### config.mk
export PLATFORM = sky130hd
export DESIGN_NAME = base64_stream_encoder_top_flat
export DESIGN_NICKNAME = d
export VERILOG_FILES = /design/src/hw/rtl/b64e_pkg.sv /design/src/hw/rtl/b64e_byte_if.sv /design/src/hw/rtl/b64e_char_if.sv /design/src/hw/rtl/base64_stream_encoder_top.sv /design/src/hw/rtl/b64e_front.sv /design/src/hw/rtl/b64e_queue.sv /design/src/hw/rtl/b64e_back.sv /design/src/flat_wrapper.sv
export SDC_FILE = /design/constraint.sdc
export NUM_CORES = 1
export LEC_CHECK = 0
export ABC_CLOCK_PERIOD_IN_PS = 3500
export BUFFER_PORTS_ARGS = -buffer_cell sky130_fd_sc_hd__buf_2
export CAP_MARGIN = 10
export CORE_MARGIN = 1.5
export CORE_UTILIZATION = 35
export CTS_BUF_LIST = sky130_fd_sc_hd__clkbuf_8
export CTS_CLUSTER_SIZE = 25
export DETAILED_ROUTE_END_ITERATION = 10
export HOLD_SLACK_MARGIN = 0.08
export PLACE_DENSITY_LB_ADDON = 0.3
export SYNTH_ARGS = -nofsm -noshare
export SYNTH_HDL_FRONTEND = slang
export SYNTH_SLANG_ARGS = --single-unit
### constraint.sdc
create_clock -name clk -period 3.5 [get_ports clk]
set_input_delay 0.35 -clock clk [delete_from_list [all_inputs] [get_ports clk]]
set_output_delay 0.35 -clock clk [all_outputs]
set_load 0.02 [all_outputs]
### src/hw/rtl/b64e_pkg.sv
// ----------------------------------------------------------------------------
// b64e_pkg
// Shared types, constants and the sextet-to-character mapping of the Base64
// stream encoder.
// ----------------------------------------------------------------------------
package b64e_pkg;

	localparam int unsigned QUEUE_DEPTH_DEF = 2;

	localparam int unsigned CFG_INDEX_W = 1;
	localparam int unsigned CFG_DATA_W  = 8;

	localparam logic [CFG_INDEX_W-1:0] CFG_URL_ALPHABET = 1'd0;
	localparam logic [CFG_INDEX_W-1:0] CFG_PAD_CHAR     = 1'd1;

	localparam logic [7:0] PAD_CHAR_RESET = 8'd61;

	typedef struct packed {
		logic [5:0] s0;
		logic [5:0] s1;
		logic       two;
		logic [1:0] npad;
		logic       fin;
	} b64e_job_t;

	function automatic logic [7:0] sextet_to_char(input logic [5:0] v, input logic url);
		logic [7:0] c;
		begin
			if (v < 6'd26) begin
				c = 8'h41 + {2'b00, v};
			end else if (v < 6'd52) begin
				c = 8'h61 + {2'b00, v - 6'd26};
			end else if (v < 6'd62) begin
				c = 8'h30 + {2'b00, v - 6'd52};
			end else if (v == 6'd62) begin
				c = url ? 8'h2D : 8'h2B;
			end else begin
				c = url ? 8'h5F : 8'h2F;
			end
			return c;
		end
	endfunction

endpackage

### src/hw/rtl/b64e_byte_if.sv
// ----------------------------------------------------------------------------
// b64e_byte_if
// Raw byte channel with last-byte flag.
// ----------------------------------------------------------------------------
interface b64e_byte_if;
	logic       valid;
	logic       ready;
	logic [7:0] data_byte;
	logic       final_byte;

	modport source (output valid, output data_byte, output final_byte, input ready);
	modport sink   (input valid, input data_byte, input final_byte, output ready);
endinterface

### src/hw/rtl/b64e_char_if.sv
// ----------------------------------------------------------------------------
// b64e_char_if
// Encoded character channel with end-of-message flag.
// ----------------------------------------------------------------------------
interface b64e_char_if;
	logic       valid;
	logic       ready;
	logic [7:0] out_char;
	logic       end_of_message;

	modport source (output valid, output out_char, output end_of_message, input ready);
	modport sink   (input valid, input out_char, input end_of_message, output ready);
endinterface

### src/hw/rtl/base64_stream_encoder_top.sv
// ----------------------------------------------------------------------------
// base64_stream_encoder_top
// Base64 encoder: raw bytes in, standard or URL-safe characters out.
// ----------------------------------------------------------------------------
// Each accepted byte yields one character (first or second byte of a group)
// or two (third byte); a final byte flushes the partial group and adds up to
// two pad characters when pad_char is nonzero, with end_of_message on the
// last one. The output register emits one character per cycle while the
// sink is ready; the first character of a byte passes through the job queue
// and then the output register. The job queue of QUEUE_DEPTH entries lets
// byte intake run ahead of a stalled output.
// ----------------------------------------------------------------------------
module base64_stream_encoder_top
	import b64e_pkg::*;
#(
	parameter int unsigned QUEUE_DEPTH = QUEUE_DEPTH_DEF
) (
	input  logic                   clk,
	input  logic                   arst_n,
	b64e_byte_if.sink              bytes,
	b64e_char_if.source            chars,
	input  logic                   cfg_we,
	input  logic [CFG_INDEX_W-1:0] cfg_index,
	input  logic [CFG_DATA_W-1:0]  cfg_wdata
);

	logic       url_q;
	logic [7:0] pad_q;
	logic       q_push;
	logic       q_full;
	b64e_job_t  new_job;
	b64e_job_t  head_job;
	logic       empty;
	logic       pop;

	always_ff @(posedge clk or negedge arst_n) begin
		if (!arst_n) begin
			url_q <= 1'b0;
			pad_q <= PAD_CHAR_RESET;
		end else if (cfg_we) begin
			case (cfg_index)
				CFG_URL_ALPHABET: url_q <= cfg_wdata[0];
				CFG_PAD_CHAR:     pad_q <= cfg_wdata[7:0];
				default:          url_q <= url_q;
			endcase
		end
	end

	b64e_front u_front (
		.clk    (clk),
		.arst_n (arst_n),
		.bytes  (bytes),
		.push   (q_push),
		.full   (q_full),
		.job    (new_job)
	);

	b64e_queue #(
		.DEPTH (QUEUE_DEPTH)
	) u_queue (
		.clk      (clk),
		.arst_n   (arst_n),
		.push     (q_push),
		.push_job (new_job),
		.full     (q_full),
		.pop      (pop),
		.head_job (head_job),
		.empty    (empty)
	);

	b64e_back u_back (
		.clk          (clk),
		.arst_n       (arst_n),
		.url_alphabet (url_q),
		.pad_char     (pad_q),
		.head_job     (head_job),
		.empty        (empty),
		.pop          (pop),
		.chars        (chars)
	);

endmodule

### src/hw/rtl/b64e_front.sv
// ----------------------------------------------------------------------------
// b64e_front
// Accepts bytes, tracks the position in the 3-byte group and the leftover
// bits, and turns each byte into one character job.
// ----------------------------------------------------------------------------
module b64e_front
	import b64e_pkg::*;
(
	input  logic              clk,
	input  logic              arst_n,
	b64e_byte_if.sink         bytes,
	output logic              push,
	input  logic              full,
	output b64e_job_t         job
);

	logic [1:0] pos_q;
	logic [3:0] left_q;
	logic [1:0] pos_d;
	logic [3:0] left_d;
	logic       take;
	logic [7:0] b;
	logic       fin;

	assign bytes.ready = !full;
	assign take        = bytes.valid && !full;
	assign push        = take;
	assign b           = bytes.data_byte;
	assign fin         = bytes.final_byte;

	always_comb begin
		job.fin = fin;
		case (pos_q)
			2'd1: begin
				job.s0   = {left_q[1:0], b[7:4]};
				job.s1   = {b[3:0], 2'b00};
				job.two  = fin;
				job.npad = fin ? 2'd1 : 2'd0;
				pos_d    = 2'd2;
				left_d   = b[3:0];
			end
			2'd2: begin
				job.s0   = {left_q, b[7:6]};
				job.s1   = b[5:0];
				job.two  = 1'b1;
				job.npad = 2'd0;
				pos_d    = 2'd0;
				left_d   = 4'd0;
			end
			default: begin
				job.s0   = b[7:2];
				job.s1   = {b[1:0], 4'b0000};
				job.two  = fin;
				job.npad = fin ? 2'd2 : 2'd0;
				pos_d    = 2'd1;
				left_d   = {2'b00, b[1:0]};
			end
		endcase
	end

	always_ff @(posedge clk or negedge arst_n) begin
		if (!arst_n) begin
			pos_q  <= 2'd0;
			left_q <= 4'd0;
		end else if (take) begin
			pos_q  <= fin ? 2'd0 : pos_d;
			left_q <= fin ? 4'd0 : left_d;
		end
	end

endmodule

### src/hw/rtl/b64e_queue.sv
// ----------------------------------------------------------------------------
// b64e_queue
// Short FIFO of character jobs between the front and back parts.
// ----------------------------------------------------------------------------
module b64e_queue
	import b64e_pkg::*;
#(
	parameter int unsigned DEPTH = QUEUE_DEPTH_DEF
) (
	input  logic      clk,
	input  logic      arst_n,
	input  logic      push,
	input  b64e_job_t push_job,
	output logic      full,
	input  logic      pop,
	output b64e_job_t head_job,
	output logic      empty
);

	localparam int unsigned PW = $clog2(DEPTH);
	localparam int unsigned CW = $clog2(DEPTH + 1);

	b64e_job_t         mem_q [DEPTH];
	logic [PW-1:0]     wr_q;
	logic [PW-1:0]     rd_q;
	logic [CW-1:0]     cnt_q;
	logic              do_push;
	logic              do_pop;

	assign full     = (cnt_q == CW'(DEPTH));
	assign empty    = (cnt_q == '0);
	assign do_push  = push && !full;
	assign do_pop   = pop && !empty;
	assign head_job = mem_q[rd_q];

	always_ff @(posedge clk) begin
		if (do_push) begin
			mem_q[wr_q] <= push_job;
		end
	end

	always_ff @(posedge clk or negedge arst_n) begin
		if (!arst_n) begin
			wr_q  <= '0;
			rd_q  <= '0;
			cnt_q <= '0;
		end else begin
			if (do_push) begin
				wr_q <= (wr_q == PW'(DEPTH - 1)) ? '0 : wr_q + 1'b1;
			end
			if (do_pop) begin
				rd_q <= (rd_q == PW'(DEPTH - 1)) ? '0 : rd_q + 1'b1;
			end
			case ({do_push, do_pop})
				2'b10:   cnt_q <= cnt_q + 1'b1;
				2'b01:   cnt_q <= cnt_q - 1'b1;
				default: cnt_q <= cnt_q;
			endcase
		end
	end

endmodule

### src/hw/rtl/b64e_back.sv
// ----------------------------------------------------------------------------
// b64e_back
// Walks the head job one character per cycle unless stalled, maps sextets
// via the selected alphabet, appends padding and drives the output register.
// ----------------------------------------------------------------------------
module b64e_back
	import b64e_pkg::*;
(
	input  logic        clk,
	input  logic        arst_n,
	input  logic        url_alphabet,
	input  logic [7:0]  pad_char,
	input  b64e_job_t   head_job,
	input  logic        empty,
	output logic        pop,
	b64e_char_if.source chars
);

	logic [1:0] idx_q;
	logic       valid_q;
	logic [7:0] char_q;
	logic       eom_q;
	logic       load;
	logic       last;
	logic [2:0] total;
	logic [7:0] ch;

	assign load  = !empty && (!valid_q || chars.ready);
	assign total = (head_job.two ? 3'd2 : 3'd1)
		+ ((pad_char != 8'd0) ? {1'b0, head_job.npad} : 3'd0);
	assign last  = ({1'b0, idx_q} + 3'd1) == total;
	assign pop   = load && last;

	always_comb begin
		if (idx_q == 2'd0) begin
			ch = sextet_to_char(head_job.s0, url_alphabet);
		end else if (idx_q == 2'd1 && head_job.two) begin
			ch = sextet_to_char(head_job.s1, url_alphabet);
		end else begin
			ch = pad_char;
		end
	end

	always_ff @(posedge clk or negedge arst_n) begin
		if (!arst_n) begin
			idx_q   <= 2'd0;
			valid_q <= 1'b0;
		end else begin
			if (load) begin
				valid_q <= 1'b1;
				idx_q   <= last ? 2'd0 : idx_q + 2'd1;
			end else if (chars.ready) begin
				valid_q <= 1'b0;
			end
		end
	end

	always_ff @(posedge clk) begin
		if (load) begin
			char_q <= ch;
			eom_q  <= last && head_job.fin;
		end
	end

	assign chars.valid          = valid_q;
	assign chars.out_char       = char_q;
	assign chars.end_of_message = eom_q;

endmodule
### src/flat_wrapper.sv
// flat-port wrapper written by rule: the top's interface ports become plain ports
module base64_stream_encoder_top_flat import b64e_pkg::*;
#(
	parameter int unsigned QUEUE_DEPTH = QUEUE_DEPTH_DEF
)
  (clk, arst_n, cfg_we, cfg_index, cfg_wdata, bytes_valid, bytes_data_byte, bytes_final_byte, bytes_ready, chars_valid, chars_out_char, chars_end_of_message, chars_ready);
  b64e_byte_if bytes_i ();
  b64e_char_if chars_i ();
  input  logic clk;
  input  logic arst_n;
  input  logic cfg_we;
  input  logic [CFG_INDEX_W-1:0] cfg_index;
  input  logic [CFG_DATA_W-1:0] cfg_wdata;
  input wire logic [$bits(bytes_i.valid)-1:0] bytes_valid;
  input wire logic [$bits(bytes_i.data_byte)-1:0] bytes_data_byte;
  input wire logic [$bits(bytes_i.final_byte)-1:0] bytes_final_byte;
  output wire logic [$bits(bytes_i.ready)-1:0] bytes_ready;
  output wire logic [$bits(chars_i.valid)-1:0] chars_valid;
  output wire logic [$bits(chars_i.out_char)-1:0] chars_out_char;
  output wire logic [$bits(chars_i.end_of_message)-1:0] chars_end_of_message;
  input wire logic [$bits(chars_i.ready)-1:0] chars_ready;
  assign bytes_i.valid = bytes_valid;
  assign bytes_i.data_byte = bytes_data_byte;
  assign bytes_i.final_byte = bytes_final_byte;
  assign bytes_ready = bytes_i.ready;
  assign chars_valid = chars_i.valid;
  assign chars_out_char = chars_i.out_char;
  assign chars_end_of_message = chars_i.end_of_message;
  assign chars_i.ready = chars_ready;
  base64_stream_encoder_top #(.QUEUE_DEPTH(QUEUE_DEPTH)) u_core (.clk(clk), .arst_n(arst_n), .bytes(bytes_i), .chars(chars_i), .cfg_we(cfg_we), .cfg_index(cfg_index), .cfg_wdata(cfg_wdata));
endmodule
## Word-level counts from Yosys, hierarchy flattened

Memory sizes are Yosys's and may differ from the RTL's.
Index checks and enable logic that the tools add are counted.

- Bits in registers: 31
- Memory bits (writable): 32
- Input bits: 23
- Output and inout port bits: 11
- Memories: 1

- Add/sub/neg operators: 17
- $lt $le $gt $ge: 6
- Eq/ne operators: 9
- Multiplexer cells: 29
- Bitwise gates (word level): 1
- Reductions and logical operators: 18

Memories:

| name | depth | width | read ports | clocked after Yosys merged registers in | write ports | RTL line | text |
|---|---|---|---|---|---|---|---|
| u_core.u_queue.mem_q | 2 | 16 | 1 | 0 | 1 | b64e_queue.sv:23 | `b64e_job_t mem_q [DEPTH];` |

Operator list:

| cell | number |
|---|---|
| $mux W8 | 6 |
| $mux W7 | 5 |
| $add A7 B6 Y8 const A | 4 |
| $pmux W15 S2 | 1 |
| $lt A6 B6 Y1 const B | 4 |
| $add A6 B6 Y7 const A | 2 |
| $eq A6 B6 Y1 const B | 2 |
| $lt A6 B5 Y1 const B | 2 |
| $sub A6 B5 Y6 const B | 2 |
| $sub A6 B6 Y6 const B | 2 |
| $mux W2 | 5 |
| $pmux W2 S2 | 2 |
| $pmux W4 S2 | 1 |
| $reduce_bool A8 Y1 | 1 |
| $logic_and A1 B1 Y1 | 7 |
| $mux W1 | 7 |
| $eq A2 B1 Y1 const B | 3 |
| $eq A2 B2 Y1 const B | 3 |
| $add A2 B1 Y2 const B | 2 |
| $logic_not A2 Y1 | 2 |
| $mux W4 | 1 |
| $reduce_and A2 Y1 | 2 |
| $reduce_bool A2 Y1 | 2 |
| $add A2 B1 Y3 const B | 1 |
| 8 further kinds | 11 |

## Longest topological paths before layout

Gate-level depths: netlist of the first run.

- Depth after elaboration: 8
- Mapped depth: 15
- Mapped depth without buffers: 12

## Modules after synthesis

From an unflattened synthesis of the first run, not the netlist that was laid out.

- Cell total of the unflattened synthesis: 374
- Area total of the unflattened synthesis: 4100.2 um^2

By module, submodules not included:

| module | instances | cells each | area each (um^2) |
|---|---|---|---|
| b64e_back | 1 | 220 | 1816.7 |
| b64e_queue | 1 | 68 | 1402.6 |
| b64e_front | 1 | 66 | 535.5 |
| base64_stream_encoder_top | 1 | 20 | 345.3 |

## Worst setup path after synthesis of the first run

Ideal clock, no wire load.

- Kind: register -> register
- Start point: reg u_core.u_queue.rd_q
- End point: reg u_core.u_back.char_q[5], in the netlist u_core.u_back.chars.out_char[5] (data pin)
- Setup time: 0.259 ns
- Data arrival time: 2.758 ns
- Required time: 3.241 ns
- Setup slack: 0.483 ns
- Stages on the path, launching flop included: 13
- Buffers on the path: 4
- Path through: dfrtp_1 buf_6 buf_6 buf_6 mux2i_1 inv_1 ha_1 clkbuf_1 a211o_1 a211oi_2 xor2_1 a221oi_1 a211o_1

- Cells in the longest elaborated chain, start to end: 8

RTL lines:

| what | RTL line | text |
|---|---|---|
| start, declared | b64e_queue.sv:25 | `logic [PW-1:0] rd_q;` |
| start signal, assigned | b64e_queue.sv:52 | `rd_q <= (rd_q == PW'(DEPTH - 1)) ? '0 : rd_q + 1'b1;` |
| $mem_v2 Z2 W16 * | n/a |  |
| $sub A6 B6 Y6 or $eq A6 B6 Y1 (tied branches) | b64e_pkg.sv:34, b64e_pkg.sv:35 |  |
| $add A6 B6 Y7 or $mux W7 (tied branches) | b64e_pkg.sv:34, b64e_pkg.sv:35 |  |
| $mux W7 | b64e_pkg.sv:33 | `end else if (v < 6'd62) begin` |
| $mux W8 | b64e_pkg.sv:31 | `end else if (v < 6'd52) begin` |
| $mux W8 | b64e_pkg.sv:29 | `if (v < 6'd26) begin` |
| $mux W8 | b64e_back.sv:37 | `end else if (idx_q == 2'd1 && head_job.two) begin` |
| $mux W8 * | b64e_back.sv:35 | `if (idx_q == 2'd0) begin` |
| net u_core.u_back.ch[5] | b64e_back.sv:26 | `logic [7:0] ch;` |
| end signal, assigned | b64e_back.sv:60 | `char_q <= ch;` |
| end, declared | b64e_back.sv:21 | `logic [7:0] char_q;` |

Mark *: on every way through the listed nets, which the timed path passes. The rest lies on a longest branch.
A chain may end at the register's enable or synchronous reset.

## Final worst setup path of the first run

- Start point: reg u_core.u_queue.rd_q
- End point: reg u_core.u_back.char_q[2], in the netlist u_core.u_back.chars.out_char[2] (data pin)

Same word-level chain as after synthesis.

==> metrics.cfg, run 1 <==
[status]
status=finished clean

[floorplanning]
start_util=0.361
die_h_um=109
fp.coreArea_um2=10900
pin_count=34
die_width_um=109
dieArea_um2=11900
placementRows=38

[grt]
overflow=0
grt_pass1_vias=2782
antenna_found_initial=0
grtUsageTotal=0.158
grt_max_degree=24
grt_pass1_wl_um=14200

[critical_path]
required_ns=3.57
worstPathArrival_ns=3.17
cp_slowest_cell=dfrtp_1
cp_cell_sequence=buf_4 > buf_4 > mux2i_1 > inv_1 > ha_1 > nand2b_1 > a21oi_1 > a211oi_1 > a211oi_1 > o32ai_1
path_class=flop to flop
critPathLaunchType=flop
slowest_delay_ns=0.54
cp_max_fo=10
endpoint_kind=flop

[finish]
antenna_cells=0
stdcell_count=541
area_delta_synth_final_pct=13.2
final_area_um2=4470
multiInputGateArea_um2=2020
most-common-layout-cells=41 x edfxtp_1, 33 x buf_2, 28 x nand2_1, 28 x ha_1, 22 x a21oi_1
final_common_cell=edfxtp_1
num-nets-final=448
ff_latch_area_um2=1790
drive_above_1_share=0.209
fillers=1073

[synthesis]
synthCells=358
syn_avg_cell_area_um2=11.0
ys_ff_latch=63
ys_seq_area_frac=0.453
synth_nets=410
syn_area_um2=3950
async_reset_ff_frac=0.349
yosys_warnings=0
ys_types=61
synth_ff_type=edfxtp_1
synth-edff-count=41

[sta]
relSlewSlack=0.504
fin_skew_ns=0.0104
finalCriticalPeriod_ns=3.10
rsz0062_at_grt=false
tightest_slew_ns=0.744
finalMaxSlewViolations=0
max_freq_mhz=322
setup_tns_ns=0
hold_viol=0
hold_slack_ns=0.239
period_share=0.887
setup_viol=0

[power_and_ir_drop]
p_leak_nw=1.81
peakVddDrop_uv=564
power_density_nw_per_um2=1010

[route]
post_drt_wl_per_cell_um=15.8
wl_um=8550
vias=2869
via_per_inst=5.30
ant_nets=0
first_iter_violations=154
dr.pass1.iters=4
route.detailed.drc=0

[clocking]
cts_buffers=9
clkLatencyLatePin_ns=0.34
cts_max_level=3
cts.sinks=63
ctsResizeCount=0
cts_setup_buffers=0
cts_tree=done
clockBufferDepth=2
clkTransAtPathRegs_ns=0.08
cts_root_buf=clkbuf_8

[placed_design]
dp_hpwl_um=6470
place.gp.congestion=0.890
place_inst=524
postPlaceCellArea_um2=4270
io_buffers=33

[flow_run]
cap_violations=0

[min_path]
hp-class=input pin to flop

==> metrics by stage <==
stage / worst slack, ns / total power (W) / utilization
after floorplan: 0.483 / 0.00327 / -
after global placement: 0.507 / 0.00385 / 0.390
after detailed placement: 0.440 / 0.00389 / 0.390
after CTS: 0.420 / 0.00455 / 0.409
after global routing: 0.207 / 0.00493 / 0.409
final: 0.397 / 0.00453 / 0.409
==> worst max-delay path, delay by kind of cell, from the launching register on <==
kind                     cells  cell delay, ns
AO/OA/AOI/OAI                4            0.70
buffers and inverters        3            0.70
flip-flops                   1            0.54
multiplexers                 1            0.51
adder cells (fa/ha/maj)      1            0.24
AND/OR/NAND/NOR              1            0.14
==> final timing paths <==
kind                                                       start                                   endpoint  slack [ns]  depth (start not counted)
min                                                 cfg_wdata[2]                u_core.pad_q[2]$_DFFE_PN1P_        0.24                          2
min in group asynchronous                                 arst_n                u_core.pad_q[6]$_DFFE_PN0P_        0.51                          2
min reg2reg                u_core.u_back.chars.valid$_DFFE_PN0P_      u_core.u_back.chars.valid$_DFFE_PN0P_        0.50                          2
max in group asynchronous                                 arst_n                u_core.pad_q[4]$_DFFE_PN1P_        2.63                          2
max                              u_core.u_queue.rd_q$_DFFE_PN0P_  u_core.u_back.chars.out_char[2]$_DFFE_PP_        0.40                         10
max reg2reg                      u_core.u_queue.rd_q$_DFFE_PN0P_  u_core.u_back.chars.out_char[2]$_DFFE_PP_        0.40                         10
==> layout make-up <==
cell class | count | area share
repair buffers | 42 | 0.0526
clock buffers | 9 | 0.0277
inverters | 15 | 0.0126
clock inverters | 7 | 0.0157
multi-input cells | 265 | 0.452
well taps | 140 | 0.0392
flip-flops and latches | 63 | 0.400
==> metal layers <==
layer / wire length (µm) / track usage
met5: 0 / 0
met4: 249 / 0.0733
met3: 507 / 0.0538
met2: 3650 / 0.229
met1: 4140 / 0.210
==> cells by family after synthesis <==
| group | share of synthesized area |
|---|---|
| muxes | 0.0824 |
| and+or+nand+nor | 0.115 |
| xor gates and xnor gates | 0.0577 |
| buffers and inverters | 0.0352 |
| DFF | 0.453 |
| AOI/OAI and AO/OA | 0.163 |
| adders and majority gates | 0.0938 |
==> where the power goes <==
group / leakage (nW) / switching (W) / total [W] / internal (W)
logic: 1.06 / 0.00155 / 0.00258 / 0.00103
registers: 0.651 / 0.000148 / 0.00131 / 0.00116
clock network: 0.0998 / 0.000309 / 0.000639 / 0.000330
total: 1.81 / 0.00201 / 0.00453 / 0.00252
==> sequential cells by signal, indices dropped and copies added, names as in the netlist <==
signal                              cells
u_core.url_q                            1
u_core.u_queue.rd_q                     1
u_core.u_back.chars.end_of_message      1
u_core.u_front.pos_q                    2
u_core.u_queue.mem_q                   32
u_core.u_back.idx_q                     2
u_core.u_back.chars.out_char            8
u_core.pad_q                            8
u_core.u_front.left_q                   4
u_core.u_queue.wr_q                     1
u_core.u_queue.cnt_q                    2
u_core.u_back.chars.valid               1
==> what timing repair did <==
| action | 4_1_cts | 5_1_grt |
|---|---|---|
| endpoints found under the setup margin | 0 | 0 |
| hold endpoints to repair | 17 | 0 |
| hold buffers | 1 | 0 |
==> Yosys cell counts, types with 9 or more instances <==
library cell   n  area share
edfxtp_1      41        0.31
ha_1          28       0.089
nand2_1       28       0.027
a21oi_1       22       0.028
dfrtp_1       17        0.11
xnor2_1       17       0.038
mux2i_1       15       0.038
inv_1         14       0.013
o21ai_0       14       0.018
nor2_1        12       0.011
a22oi_1       11       0.021
a211oi_1       9       0.017
clkbuf_1       9      0.0086
mux2_2         9       0.026
nand2b_1       9       0.014
xor2_1         9       0.020
Power figures use the tool's default switching activity.
==> run 2, diff against run 1 <==
- ABC_AREA: default -> 1
- RECOVER_POWER: default -> 50
==> run 2 against run 1 <==
- clock power down 5.3%
- register-to-register slack worse by 0.06 ns
- worst hold slack worse by 0.027 ns
- die area increased by 6.9%
- global-route usage hardly changed
- routed wire length up 8.0%
- synthesized cell count up 43%
- sequential power hardly changed
==> metrics.cfg, run 2 <==
[synthesis]
ys_seq_area_frac=0.423  ; -0.0299
synth_commonest_cells=130 x nand2_1, 62 x inv_1, 41 x edfxtp_1
syn_avg_cell_area_um2=8.27  ; -25%
synth_ff_type=edfxtp_1
synth.largest_area_cell=edfxtp_1
synth_top_area_frac=0.291  ; -0.0206
synth-edff-count=41  ; unchanged
ys_types=45  ; -26%
synthTopCellsByArea=edfxtp_1 29%, nand2_1 12%, dfrtp_1 10%
yosys_warnings=0  ; unchanged
synthCells=511  ; +43%
synth_nets=563  ; +37%
syn_area_um2=4230  ; +7.1%
synth.most_common_cell=nand2_1
ys_ff_latch=63  ; unchanged
async_reset_ff_frac=0.349  ; unchanged

[floorplanning]
fp.coreArea_um2=11600  ; +6.2%
die_width_um=113  ; +3.4%
die_h_um=113  ; +3.4%
pin_count=34  ; unchanged
placementRows=39  ; +2.6%
dieArea_um2=12700  ; +6.9%
start_util=0.364  ; +0.00295

[critical_path]
crit_end=u_core.u_queue.cnt_q[1]$_DFFE_PN0P_
worstSetupStartpoint=u_core.pad_q[1]$_DFFE_PN0P_
slowest_delay_ns=0.55  ; about the same
cp_max_fo=4  ; -6
rr_endpoint=u_core.u_queue.cnt_q[1]$_DFFE_PN0P_
regToRegSetupSlack_ns=0.34  ; -0.06 ns
worstPathArrival_ns=3.37  ; +0.20 ns
cp_slowest_cell=or4_1
reg2reg_depth=13  ; +3
critPathLaunchType=flop
cp_cell_sequence=or4_1 > nor2_1 > a21oi_1 > ha_1 > inv_1 > fa_1 > or2_2 > nand4_1 > nor2_1 > ha_1 > a21oi_1 > o21ai_0 > xnor2_1
path_class=flop to flop
endpoint_kind=flop
required_ns=3.72  ; +0.15 ns
r2r_start=u_core.pad_q[1]$_DFFE_PN0P_

[clocking]
cts_hold_buf=1  ; unchanged
cts_max_level=3  ; unchanged
cts_buffers=9  ; unchanged
cts.sinks=63  ; unchanged
cts_root_buf=clkbuf_8
cts_setup_buffers=0  ; unchanged
clockBufferDepth=2  ; unchanged
ctsResizeCount=0  ; unchanged
clkTransAtPathRegs_ns=0.07  ; about the same
clkLatencyLatePin_ns=0.33  ; about the same
cts_tree=done

[finish]
registers.top_by_ff_count=u_core.u_queue.mem_q
area_delta_synth_final_pct=11.5
largest_reg_flops=32  ; unchanged
ff_latch_area_um2=1790  ; unchanged
final_util=0.406  ; -0.00307
antenna_cells=0  ; unchanged
fillers=1170  ; +9.0%
final_common_cell=nand2_1
most-common-layout-cells=130 x nand2_1, 64 x inv_1, 41 x edfxtp_1
num-nets-final=601  ; +34%
multiInputGateArea_um2=2090  ; +3.7%
drive_above_1_share=0.155  ; -0.0542

[sta]
setup_viol=0  ; unchanged
setup_tns_ns=0  ; unchanged
max_freq_mhz=316  ; -1.8%
hold_slack_ns=0.212  ; -0.0270 ns
finalCriticalPeriod_ns=3.16  ; +0.0570 ns
period_share=0.903  ; +0.0163
rsz0062_at_grt=false
finalMaxSlewViolations=0  ; unchanged
fin_skew_ns=0.00731  ; -0.00309 ns
hold_viol=0  ; unchanged
tightest_slew_ns=1.18  ; +0.440 ns
setup_ws_ns=0.340  ; -0.0570 ns
relSlewSlack=0.210  ; -0.293

[route]
wl_met3_um=316  ; -38%
ant_nets=0  ; unchanged
wl_um=9240  ; +8.0%
routed.top_layer=met4
dr.pass1.iters=5  ; +1
route.detailed.drc=0  ; unchanged
vias=3419  ; +19%
wl_met2_um=4530  ; +24%
first_iter_violations=204  ; +32%
drt-met1-wl_um=4270  ; +3.1%
post_drt_wl_per_cell_um=13.3  ; -16%
via_per_inst=4.91  ; -7.5%

[power_and_ir_drop]
p_leak_nw=2.18  ; +21%
power_density_nw_per_um2=1060  ; +4.8%
peakVddDrop_uv=491  ; -13%

[grt]
grt_pass1_vias=3423  ; +23%
grt_pass1_wl_um=16200  ; +14%
grtUsageTotal=0.157  ; -0.000421
overflow=0  ; unchanged
grt_max_degree=23  ; -4.2%
antenna_found_initial=0  ; unchanged

[min_path]
hp-class=input pin to flop

[status]
status=finished clean

[flow_run]
cap_violations=0  ; unchanged

[placed_design]
dp_hpwl_um=7200  ; +11%
dp_slack_ns=0.368  ; -0.0718 ns
io_buffers=33  ; unchanged
place.gp.congestion=0.843  ; -5.3%

==> run 2: cell types whose count changed after synthesis, moves of 14 or more <==
cell     previous run  this run
xnor2_1            17         3
nor2_1             12        28
nand3_1             8        39
inv_1              14        62
nand2_1            28       130
mux2i_1            15         0
==> run 2: critical path: cells and delay by family (launching register included) <==
family	cells	cell delay (ns)
buf+inv	1	0.06
compound gates	3	0.31
flops	1	0.40
fa+ha+maj	3	0.92
xor+xnor	1	0.14
simple gates	5	1.21
==> run 2: per-stage QoR <==
stage	power [W]	area [µm²]	cells
after global placement	0.00436	4530	680
after detailed placement	0.00442	4530	680
final	0.00501	4710	697
after floorplan	0.00372	4230	511
after global routing	0.00555	4710	697
after CTS	0.00505	4730	697
==> run 2: worst min-delay path by stage <==
| stage | startpoint | to | slack (ns) | cells past startpoint |
|---|---|---|---|---|
| 2_1_floorplan | arst_n | u_core.pad_q[1]$_DFFE_PN0P_ | 0.05 | 0 |
| 3_3_place_gp | arst_n | u_core.u_queue.wr_q$_DFFE_PN0P_ | 0.34 | 1 |
| 3_5_place_dp | arst_n | u_core.u_front.pos_q[1]$_DFFE_PN0P_ | 0.34 | 1 |
| 4_1_cts | chars_ready | u_core.u_back.chars.valid$_DFFE_PN0P_ | 0.20 | 2 |
| 5_1_grt | chars_ready | u_core.u_back.chars.valid$_DFFE_PN0P_ | 0.20 | 2 |
| 6_report | chars_ready | u_core.u_back.chars.valid$_DFFE_PN0P_ | 0.21 | 2 |
==> run 2: kinds of logic (layout without fill, tap and decap cells) <==
logic type,count (synthesis),in the layout,share of synthesized area
buffers and inverters,83,126,0.0814
adder cells (fa/ha/maj),29,29,0.0876
AO/OA/AOI/OAI,82,82,0.112
AND/OR/NAND/NOR,238,238,0.260
flip-flops,63,63,0.423
multiplexers,5,5,0.0133
XOR/XNOR,11,11,0.0228
==> run 2: area by class of cell <==
class,instances,share of cell area
timing repair buffer,38,0.0398
clock inverter,7,0.0138
multi-input combinational,365,0.445
sequential,63,0.380
clock buffer,9,0.0263
tap,143,0.0380
inverter,72,0.0579
==> run 2: per-layer routing <==
metal	up-vias	GRT usage
met5	-	0
met4	0	0.0417
met3	10	0.0300
li1	1760	-
met2	67	0.271
met1	1582	0.203
==> run 2: where the power goes <==
group,internal (W),leakage [nW],switching [W]
sequential,0.00119,0.649,0.000125
clock,0.000324,0.0959,0.000281
combinational,0.00102,1.43,0.00207
total,0.00253,2.18,0.00247
